--- src/sv/ocp_pkg.sv ---
// Shared types, character codes and result codes of the order message parser.
package ocp_pkg;

  // Characters that steer the parse.
  localparam logic [7:0] CHAR_ADD    = 8'h41;  // 'A'
  localparam logic [7:0] CHAR_CANCEL = 8'h43;  // 'C'
  localparam logic [7:0] CHAR_EXEC   = 8'h45;  // 'E'
  localparam logic [7:0] CHAR_COMMA  = 8'h2C;  // ','
  localparam logic [7:0] CHAR_ZERO   = 8'h30;  // '0'
  localparam logic [7:0] CHAR_NINE   = 8'h39;  // '9'

  // Field widths of a command.
  localparam int unsigned KIND_W   = 2;
  localparam int unsigned IDENT_W  = 64;
  localparam int unsigned PRICE_W  = 64;
  localparam int unsigned QTY_W    = 32;
  localparam int unsigned SIDE_W   = 8;
  localparam int unsigned STATUS_W = 2;

  // Command kinds.
  localparam logic [KIND_W-1:0] KIND_ADD    = 2'd0;
  localparam logic [KIND_W-1:0] KIND_CANCEL = 2'd1;
  localparam logic [KIND_W-1:0] KIND_EXEC   = 2'd2;

  // Status codes.
  localparam logic [STATUS_W-1:0] ST_OK       = 2'd0;
  localparam logic [STATUS_W-1:0] ST_MISSING  = 2'd1;
  localparam logic [STATUS_W-1:0] ST_OVERFLOW = 2'd2;

  // Position within a message, one-hot.
  typedef enum logic [7:0] {
    PH_TYPE   = 8'b0000_0001,
    PH_SKIP   = 8'b0000_0010,
    PH_IDENT  = 8'b0000_0100,
    PH_PRICE  = 8'b0000_1000,
    PH_QTY    = 8'b0001_0000,
    PH_SIDE   = 8'b0010_0000,
    PH_DONE   = 8'b0100_0000,
    PH_IGNORE = 8'b1000_0000
  } ocp_phase_t;

  // One input byte with its end-of-message flag.
  typedef struct packed {
    logic [7:0] data_byte;
    logic       last_byte;
  } ocp_byte_t;

endpackage

--- src/sv/ocp_in_if.sv ---
// Byte channel: one message character per transaction.
interface ocp_in_if import ocp_pkg::*; ();
  logic       valid;
  logic       ready;
  logic [7:0] data_byte;
  logic       last_byte;

  modport source (output valid, data_byte, last_byte, input ready);
  modport sink (input valid, data_byte, last_byte, output ready);
endinterface

--- src/sv/ocp_out_if.sv ---
// Command channel: one parsed order command per transaction.
interface ocp_out_if import ocp_pkg::*; ();
  logic                valid;
  logic                ready;
  logic [KIND_W-1:0]   msg_kind;
  logic [IDENT_W-1:0]  order_ident;
  logic [PRICE_W-1:0]  limit_price;
  logic [QTY_W-1:0]    quantity;
  logic [SIDE_W-1:0]   side_char;
  logic [STATUS_W-1:0] status;

  modport source (output valid, msg_kind, order_ident, limit_price, quantity, side_char, status,
                  input ready);
  modport sink (input valid, msg_kind, order_ident, limit_price, quantity, side_char, status,
                output ready);
endinterface

--- src/sv/order_message_csv_parser_core.sv ---
// Order message parser: turns a stream of message bytes into order commands.
//
// The bytes channel carries one ASCII character per transaction, with last_byte
// set on the final character of a message. The first character selects add,
// cancel or execute; the second is skipped; comma-separated decimal fields follow.
// On the last byte of a known message one transaction appears on the cmds
// channel with the parsed fields and a status (ok, missing field, overflow);
// messages of any other type produce nothing.
// A command passes through the input register, which takes its last byte, then
// through the parse step into the result register, whose valid drives cmds.
// Throughput: one byte per cycle sustained while cmds is not stalled. The per-byte
// parse step, a multiply-by-ten-and-add on the 64-bit and 32-bit accumulators that
// feeds back into itself, is combinational.
// Reset (synchronous, active high) empties both registers and leaves the
// parser expecting a type byte.
// While the receiver stalls with a command pending, the parser takes no byte;
// an empty input register still takes one more byte, and after that
// bytes.ready stays low until the command leaves.
module order_message_csv_parser_core import ocp_pkg::*; (
  input  logic      clk,
  input  logic      rst,
  ocp_in_if.sink    bytes,
  ocp_out_if.source cmds
);

  logic      held_valid;
  ocp_byte_t held;
  logic      take;

  // Input register.
  ocp_in_reg u_in_reg (
    .clk        (clk),
    .rst        (rst),
    .bytes      (bytes),
    .take       (take),
    .held_valid (held_valid),
    .held       (held)
  );

  // Parse step and result register.
  ocp_parser u_parser (
    .clk        (clk),
    .rst        (rst),
    .held_valid (held_valid),
    .held       (held),
    .take       (take),
    .cmds       (cmds)
  );

endmodule

--- src/sv/ocp_in_reg.sv ---
// Input register that holds one byte until the parser takes it.
module ocp_in_reg import ocp_pkg::*; (
  input  logic      clk,
  input  logic      rst,
  ocp_in_if.sink    bytes,
  input  logic      take,
  output logic      held_valid,
  output ocp_byte_t held
);

  // A new byte may enter when the register is empty or is being emptied.
  assign bytes.ready = !held_valid || take;

  // Valid flag of the held byte.
  always_ff @(posedge clk) begin
    if (rst) begin
      held_valid <= 1'b0;
    end else if (bytes.ready) begin
      held_valid <= bytes.valid;
    end
  end

  // Payload is captured on every accepted transaction.
  always_ff @(posedge clk) begin
    if (bytes.valid && bytes.ready) begin
      held.data_byte <= bytes.data_byte;
      held.last_byte <= bytes.last_byte;
    end
  end

endmodule

--- src/sv/ocp_parser.sv ---
// Parse state, per-byte update logic and the command result register.
module ocp_parser import ocp_pkg::*; (
  input  logic      clk,
  input  logic      rst,
  input  logic      held_valid,
  input  ocp_byte_t held,
  output logic      take,
  ocp_out_if.source cmds
);

  ocp_phase_t          phase, phase_upd, phase_next;
  logic [7:0]          kind_held, kind_held_next;
  logic [IDENT_W-1:0]  ident_acc, ident_acc_next;
  logic [PRICE_W-1:0]  price_acc, price_acc_next;
  logic [QTY_W-1:0]    qty_acc, qty_acc_next;
  logic [SIDE_W-1:0]   side_held, side_held_next;
  logic                digit_seen, digit_seen_next;
  logic                run_ended, run_ended_next;
  logic [STATUS_W-1:0] error_held, error_held_next;

  logic [7:0]          b;
  logic                is_digit, is_comma, field_final, kind_now_known, kind_next_known;
  logic [3:0]          digit_val;
  logic [IDENT_W-1:0]  wide_sel, wide_sat;
  logic [IDENT_W+3:0]  wide_prod, wide_ext;
  logic                wide_ovf;
  logic [QTY_W+3:0]    qty_prod, qty_ext;
  logic                qty_ovf;
  logic                complete, emit;
  logic [KIND_W-1:0]   kind_code;
  logic [STATUS_W-1:0] status_code;
  logic                out_free;

  // The parser advances whenever a byte is held and the result slot can be refilled.
  assign out_free = !cmds.valid || cmds.ready;
  assign take     = held_valid && out_free;

  // Byte classification.
  assign b         = held.data_byte;
  assign is_digit  = (b >= CHAR_ZERO) && (b <= CHAR_NINE);
  assign is_comma  = (b == CHAR_COMMA);
  assign digit_val = 4'(b - CHAR_ZERO);

  assign kind_now_known = (kind_held == CHAR_ADD) || (kind_held == CHAR_CANCEL) ||
                          (kind_held == CHAR_EXEC);
  assign kind_next_known = (kind_held_next == CHAR_ADD) || (kind_held_next == CHAR_CANCEL) ||
                           (kind_held_next == CHAR_EXEC);

  // The closing field of a cancel or execute treats a comma as plain text.
  assign field_final = ((kind_held == CHAR_CANCEL) && (phase == PH_IDENT)) ||
                       ((kind_held == CHAR_EXEC) && (phase == PH_QTY));

  // Multiply-by-ten-and-add for the 64-bit accumulators; carry-out bits flag overflow.
  assign wide_sel  = (phase == PH_IDENT) ? ident_acc : price_acc;
  assign wide_ext  = {4'b0000, wide_sel};
  assign wide_prod = (wide_ext << 3) + (wide_ext << 1) + (IDENT_W + 4)'(digit_val);
  assign wide_ovf  = |wide_prod[IDENT_W+3:IDENT_W];
  assign wide_sat  = wide_ovf ? {IDENT_W{1'b1}} : wide_prod[IDENT_W-1:0];

  // The same step for the 32-bit quantity.
  assign qty_ext  = {4'b0000, qty_acc};
  assign qty_prod = (qty_ext << 3) + (qty_ext << 1) + (QTY_W + 4)'(digit_val);
  assign qty_ovf  = |qty_prod[QTY_W+3:QTY_W];

  // Next parse state for the held byte.
  always_comb begin
    phase_upd       = phase;
    kind_held_next  = kind_held;
    ident_acc_next  = ident_acc;
    price_acc_next  = price_acc;
    qty_acc_next    = qty_acc;
    side_held_next  = side_held;
    digit_seen_next = digit_seen;
    run_ended_next  = run_ended;
    error_held_next = error_held;
    case (phase)
      PH_TYPE: begin
        kind_held_next  = b;
        ident_acc_next  = '0;
        price_acc_next  = '0;
        qty_acc_next    = '0;
        side_held_next  = '0;
        digit_seen_next = 1'b0;
        run_ended_next  = 1'b0;
        error_held_next = ST_OK;
        phase_upd       = PH_SKIP;
      end
      PH_SKIP: begin
        phase_upd = kind_now_known ? PH_IDENT : PH_IGNORE;
      end
      PH_IDENT, PH_PRICE, PH_QTY: begin
        if (is_comma && !field_final) begin
          if (!digit_seen && (error_held == ST_OK)) begin
            error_held_next = ST_MISSING;
          end
          case (phase)
            PH_IDENT: phase_upd = PH_PRICE;
            PH_PRICE: phase_upd = PH_QTY;
            default:  phase_upd = PH_SIDE;
          endcase
          digit_seen_next = 1'b0;
          run_ended_next  = 1'b0;
        end else if (is_digit) begin
          if (!run_ended) begin
            digit_seen_next = 1'b1;
            if (phase == PH_QTY) begin
              qty_acc_next = qty_ovf ? {QTY_W{1'b1}} : qty_prod[QTY_W-1:0];
              if (qty_ovf && (error_held == ST_OK)) begin
                error_held_next = ST_OVERFLOW;
              end
            end else begin
              if (phase == PH_IDENT) begin
                ident_acc_next = wide_sat;
              end else begin
                price_acc_next = wide_sat;
              end
              if (wide_ovf && (error_held == ST_OK)) begin
                error_held_next = ST_OVERFLOW;
              end
            end
          end
        end else begin
          run_ended_next = 1'b1;
        end
      end
      PH_SIDE: begin
        side_held_next = b;
        phase_upd      = PH_DONE;
      end
      default: begin
      end
    endcase
  end

  // Completion check and command assembly on the last byte.
  always_comb begin
    case (kind_held_next)
      CHAR_ADD: begin
        kind_code = KIND_ADD;
        complete  = (phase_upd == PH_DONE);
      end
      CHAR_CANCEL: begin
        kind_code = KIND_CANCEL;
        complete  = (phase_upd == PH_IDENT) && digit_seen_next;
      end
      default: begin
        kind_code = KIND_EXEC;
        complete  = (phase_upd == PH_QTY) && digit_seen_next;
      end
    endcase
    if (error_held_next != ST_OK) begin
      status_code = error_held_next;
    end else if (complete) begin
      status_code = ST_OK;
    end else begin
      status_code = ST_MISSING;
    end
    emit       = held.last_byte && kind_next_known;
    phase_next = held.last_byte ? PH_TYPE : phase_upd;
  end

  // Parse state registers.
  always_ff @(posedge clk) begin
    if (rst) begin
      phase      <= PH_TYPE;
      kind_held  <= '0;
      ident_acc  <= '0;
      price_acc  <= '0;
      qty_acc    <= '0;
      side_held  <= '0;
      digit_seen <= 1'b0;
      run_ended  <= 1'b0;
      error_held <= ST_OK;
    end else if (take) begin
      phase      <= phase_next;
      kind_held  <= kind_held_next;
      ident_acc  <= ident_acc_next;
      price_acc  <= price_acc_next;
      qty_acc    <= qty_acc_next;
      side_held  <= side_held_next;
      digit_seen <= digit_seen_next;
      run_ended  <= run_ended_next;
      error_held <= error_held_next;
    end
  end

  // Result valid flag.
  always_ff @(posedge clk) begin
    if (rst) begin
      cmds.valid <= 1'b0;
    end else if (take) begin
      cmds.valid <= emit;
    end else if (cmds.ready) begin
      cmds.valid <= 1'b0;
    end
  end

  // Result payload; fields the kind does not use read as zero.
  always_ff @(posedge clk) begin
    if (take && emit) begin
      cmds.msg_kind    <= kind_code;
      cmds.order_ident <= ident_acc_next;
      cmds.limit_price <= (kind_code == KIND_ADD) ? price_acc_next : '0;
      cmds.quantity    <= (kind_code != KIND_CANCEL) ? qty_acc_next : '0;
      cmds.side_char   <= (kind_code == KIND_ADD) ? side_held_next : '0;
      cmds.status      <= status_code;
    end
  end

  // A transaction that emits a command always leaves the parser waiting for a type byte.
  a_emit_rearms: assert property (@(posedge clk) disable iff (rst)
    take && emit |=> phase == PH_TYPE)
    else $error("parser did not return to the type byte after a command");

  // A byte that is not the last of a message never produces a command.
  a_no_early_cmd: assert property (@(posedge clk) disable iff (rst)
    take && !held.last_byte |=> !cmds.valid)
    else $error("command produced before the last byte");

  // Price and side belong to add commands only.
  a_add_fields: assert property (@(posedge clk) disable iff (rst)
    cmds.valid && (cmds.msg_kind != KIND_ADD) |-> (cmds.limit_price == '0) &&
    (cmds.side_char == '0))
    else $error("price or side set on a non-add command");

  // A cancel carries no quantity.
  a_cancel_qty: assert property (@(posedge clk) disable iff (rst)
    cmds.valid && (cmds.msg_kind == KIND_CANCEL) |-> cmds.quantity == '0)
    else $error("quantity set on a cancel command");

endmodule

--- src/flat_wrapper.sv ---
// flat-port wrapper written by rule: the top's interface ports become plain ports
module order_message_csv_parser_core_flat import ocp_pkg::*;
  (clk, rst, bytes_valid, bytes_data_byte, bytes_last_byte, bytes_ready, cmds_valid, cmds_msg_kind, cmds_order_ident, cmds_limit_price, cmds_quantity, cmds_side_char, cmds_status, cmds_ready);
  ocp_in_if bytes_i ();
  ocp_out_if cmds_i ();
  input  logic clk;
  input  logic rst;
  input wire logic [$bits(bytes_i.valid)-1:0] bytes_valid;
  input wire logic [$bits(bytes_i.data_byte)-1:0] bytes_data_byte;
  input wire logic [$bits(bytes_i.last_byte)-1:0] bytes_last_byte;
  output wire logic [$bits(bytes_i.ready)-1:0] bytes_ready;
  output wire logic [$bits(cmds_i.valid)-1:0] cmds_valid;
  output wire logic [$bits(cmds_i.msg_kind)-1:0] cmds_msg_kind;
  output wire logic [$bits(cmds_i.order_ident)-1:0] cmds_order_ident;
  output wire logic [$bits(cmds_i.limit_price)-1:0] cmds_limit_price;
  output wire logic [$bits(cmds_i.quantity)-1:0] cmds_quantity;
  output wire logic [$bits(cmds_i.side_char)-1:0] cmds_side_char;
  output wire logic [$bits(cmds_i.status)-1:0] cmds_status;
  input wire logic [$bits(cmds_i.ready)-1:0] cmds_ready;
  assign bytes_i.valid = bytes_valid;
  assign bytes_i.data_byte = bytes_data_byte;
  assign bytes_i.last_byte = bytes_last_byte;
  assign bytes_ready = bytes_i.ready;
  assign cmds_valid = cmds_i.valid;
  assign cmds_msg_kind = cmds_i.msg_kind;
  assign cmds_order_ident = cmds_i.order_ident;
  assign cmds_limit_price = cmds_i.limit_price;
  assign cmds_quantity = cmds_i.quantity;
  assign cmds_side_char = cmds_i.side_char;
  assign cmds_status = cmds_i.status;
  assign cmds_i.ready = cmds_ready;
  order_message_csv_parser_core u_core (.clk(clk), .rst(rst), .bytes(bytes_i), .cmds(cmds_i));
endmodule
--- config.mk ---
export PLATFORM = sky130hd
export DESIGN_NAME = order_message_csv_parser_core_flat
export DESIGN_NICKNAME = d
export VERILOG_FILES = /design/src/sv/ocp_pkg.sv /design/src/sv/ocp_in_if.sv /design/src/sv/ocp_out_if.sv /design/src/sv/order_message_csv_parser_core.sv /design/src/sv/ocp_in_reg.sv /design/src/sv/ocp_parser.sv /design/src/flat_wrapper.sv
export SDC_FILE = /design/constraint.sdc
export NUM_CORES = 1
export LEC_CHECK = 0
export BUFFER_PORTS_ARGS = -buffer_cell sky130_fd_sc_hd__buf_2
export CORE_MARGIN = 2
export CORE_UTILIZATION = 50
export CTS_CLUSTER_DIAMETER = 40
export DETAILED_ROUTE_END_ITERATION = 8
export GPL_TIMING_DRIVEN = 1
export PLACE_DENSITY = 0.69
export SKIP_LAST_GASP = 1
export SLEW_MARGIN = 20
export SYNTH_ARGS = -nofsm -noshare
export SYNTH_HDL_FRONTEND = slang
export SYNTH_SLANG_ARGS = --single-unit
--- constraint.sdc ---
create_clock -name clk -period 6.6 [get_ports clk]
set_input_delay 0.99 -clock clk [delete_from_list [all_inputs] [get_ports clk]]
set_output_delay 0.99 -clock clk [all_outputs]
set_load 0.005 [all_outputs]
==> impl_metrics.yaml <==
outcome:
  status: "completed"
grt:
  grt_pass1_wl_um: 100800
  grtUsageMet2_pct: 44.98
  grt_max_degree: 84
  grt_pass1_vias: 19191
  use_met3_pct: 4.614
  antenna_found_initial: 0
  track_usage_pct: 26.82
  grt-ovfl-total: 0
  busiest_layer: "met2"
  met1_usage_pct: 34.17
synthesis:
  yosys-top-cells-area: "edfxtp_1, dfxtp_1, ha_1, nand2_1, o21ai_0"
  ys.flop_type: "dfxtp_1"
  syn-instance-count: 2493
  seq_area_frac_synth_pct: 41.59
  syn_area_mm2: 0.02221
  syn_nets: 2700
  yosysTopAreaCellShare_pct: 24.47
  yosysMostFrequentCell: "nand2_1"
  synth_commonest_cells: "nand2_1, o21ai_0, dfxtp_1, ha_1, edfxtp_1"
  synth-edff-count: 181
  ys_ff_latch: 371
  synth.largest_area_cell: "edfxtp_1"
  synthArstFlopShare_pct: 0
  synth_warnings: 0
  ys_types: 76
  synth.avg_cell_area_um2: 8.910
floorplan:
  rows: 77
  initial_utilization_pct: 50.45
  dieArea_mm2: 0.04613
  die_x_um: 214.8
  core_mm2: 0.04403
  fp.dieH_um: 214.8
  io_pins: 187
place:
  dp_hpwl_um: 44020
  gp_congestion: 0.9190
  dpl_worst_slack_ns: 0.6760
  portBuffers: 186
  dp.cells: 3151
route:
  wire_per_inst_um: 19.51
  viasPerCell: 6.067
  drc: 0
  drt-initial-drc-count: 1522
  drt_pass1_iterations: 5
  vias: 19704
  ant_nets: 0
  postRouteWirelength_um: 63370
final_layout:
  area_growth_pct: 14.24
  diodes: 0
  num-nets-final: 2820
  layout.cells.non_filler: 3248
  drive_gt1_share_pct: 15.70
  fillers: 3881
  utilization_pct: 57.64
sta:
  fin_skew_ns: 0.05067
  tightestPinTransition_ns: 1.122
  fin_setup_tns_ns: 0
  max_clock_freq_mhz: 166.5
  holdWs_ns: 0.4568
  maxSlewViolCount: 0
  timing.final.crit_share_pct: 91.02
  finalWorstSetupSlack_ns: 0.5929
  slew_headroom_pct: 24.95
  hold_violations: 0
  fin_crit_ns: 6.007
  finalSetupViolCount: 0
  rsz0062_at_grt: "no"
critical_path:
  reg2reg_slack_ns: 0.59
  crit_fanout: 64
  crit_slowest_cell: "o31ai_1"
  r2r_start: "u_core.u_parser.phase[5]"
  crit_path_end_kind: "flop"
  startpoint: "u_core.u_parser.phase[5]"
  crit_arrival_ns: 6.35
  r2r_cells: 20
  critPathBufInv: 4
  cp_top_family: "compound AO/OA/AOI/OAI gates"
  worstPathRequired_ns: 6.94
  max_stage_delay_ns: 0.64
  crit_chain: "nor4_1, buf_4, nand3_4, buf_12, mux2_2, ha_1, ha_1, a21o_1, a211oi_1, o21ai_0, a21boi_0, o32ai_1, o31ai_1, o31ai_1, xnor2_1, o211ai_4, buf_4, buf_4, nor2_2, o21ai_1"
  path_common_cell: "buf_4"
  cp-start-kind: "flop"
  timing.rr.end: "u_core.u_parser.cmds.order_ident[23]"
  path_class: "reg -> reg"
clocking:
  root_buffer: "clkbuf_16"
  cts_buffer_depth: 3
  clock_latency_ns: 0.63
  clkSlewWorstSetupHoldPaths_ns: 0.05
  cts.htree.levels: 2
  post_cts_buffers: 0
  cts_tree: "yes"
  cts_buffers: 52
  ctsHoldBuffers: 0
  cts-resized-gates: 0
  clkSinkCount: 371
hold_path:
  hold_start: "u_core.u_parser.kind_held[7]"
  holdPathEnd: "u_core.u_parser.kind_held[7]"
  hold_class: "reg -> reg"
  hold_path_depth: 2
job:
  cap_violations: 0
power_and_ir_drop:
  p_leak_nw: 10.96
  powerDensity_mw_per_mm2: 211.4
  ir_worst_vdd_uv: 204.9
-- area by class of cell --
cell class / instances / area, um^2 / area share [%]
Multi-Input combinational cell: 1938 / 12330 / 48.58
Clock buffer: 59 / 1348 / 5.310
Sequential cell: 371 / 9239 / 36.40
Inverter: 35 / 136.4 / 0.5374
Timing Repair Buffer: 215 / 1161 / 4.575
Clock inverter: 38 / 424.2 / 1.671
Tap cell: 592 / 740.7 / 2.919
-- how the worst max path moves through the flow --
stage                                                 to  depth (start not counted)
floorplan            u_core.u_parser.cmds.limit_price[0]                          8
global placement    u_core.u_parser.cmds.limit_price[16]                         20
detailed placement   u_core.u_parser.cmds.limit_price[9]                         20
CTS                 u_core.u_parser.cmds.order_ident[23]                         20
global route         u_core.u_parser.cmds.limit_price[7]                         21
finish              u_core.u_parser.cmds.order_ident[23]                         20
-- metrics by stage --
stage	power [mW]	cell area, um^2
final	5.365	25380
after global routing	5.514	25380
after CTS	5.401	25370
after detailed placement	2.605	23600
after global placement	2.604	23600
after floorplan	2.550	22210
-- worst reg2reg max path, cell delays in order (launching register included) --
cell and delay, ns:
dfxtp_1 0.45, nor4_1 0.09, buf_4 0.16, nand3_4 0.13, buf_12 0.34, mux2_2 0.45, ha_1 0.30, ha_1 0.40
a21o_1 0.23, a211oi_1 0.23, o21ai_0 0.17, a21boi_0 0.39, o32ai_1 0.16, o31ai_1 0.64, o31ai_1 0.18, xnor2_1 0.35
o211ai_4 0.13, buf_4 0.25, buf_4 0.29, nor2_2 0.27, o21ai_1 0.10
-- routing by layer --
layer  part of all wire [%]  up-vias  routed length [um]
li1                       -     9383                   -
met4                    3.9        0                2471
met1                     43     9443               27170
met2                     47      728               29760
met5                      0        -                   0
met3                    6.3      150                3974
-- cells by family after synthesis --
kind of cell	after synthesis	share of synthesized area, %
compound gates	757	20.32
simple gates	838	17.11
flops	371	41.59
mux	71	3.560
fa+ha+maj	194	11.06
xor+xnor	78	3.075
buf+inv	184	3.278
-- placed cells by master, fill, tap and decap left out, drive strengths merged, types with 27 or more instances in the layout --
cell type and count:
nand3 122, nor3 45, mux2 64, a21oi 172, xor2 31, inv 50, nand4 27, dfxtp 190
ha 190, buf 215, nor2 200, edfxtp 181, o21ai 343, xnor2 47, a21o 51, nand2 338
clkbuf 59
-- where the power goes --
part	switching [mW]	leakage, nW	internal [mW]
combinational	0.109	6.59	0.0263
clock	1.16	0.861	1.64
sequential	0.0178	3.50	2.41
-- registers in the layout (all words and copies together) (netlist names), 9 cells and up --
signal / flops
u_core.u_parser.cmds.order_ident: 64
u_core.u_parser.cmds.quantity: 32
u_core.u_parser.qty_acc: 32
u_core.u_parser.price_acc: 64
u_core.u_in_reg.held: 9
u_core.u_parser.ident_acc: 64
u_core.u_parser.cmds.limit_price: 64
Note: power is estimated with default switching activity, not from simulation.
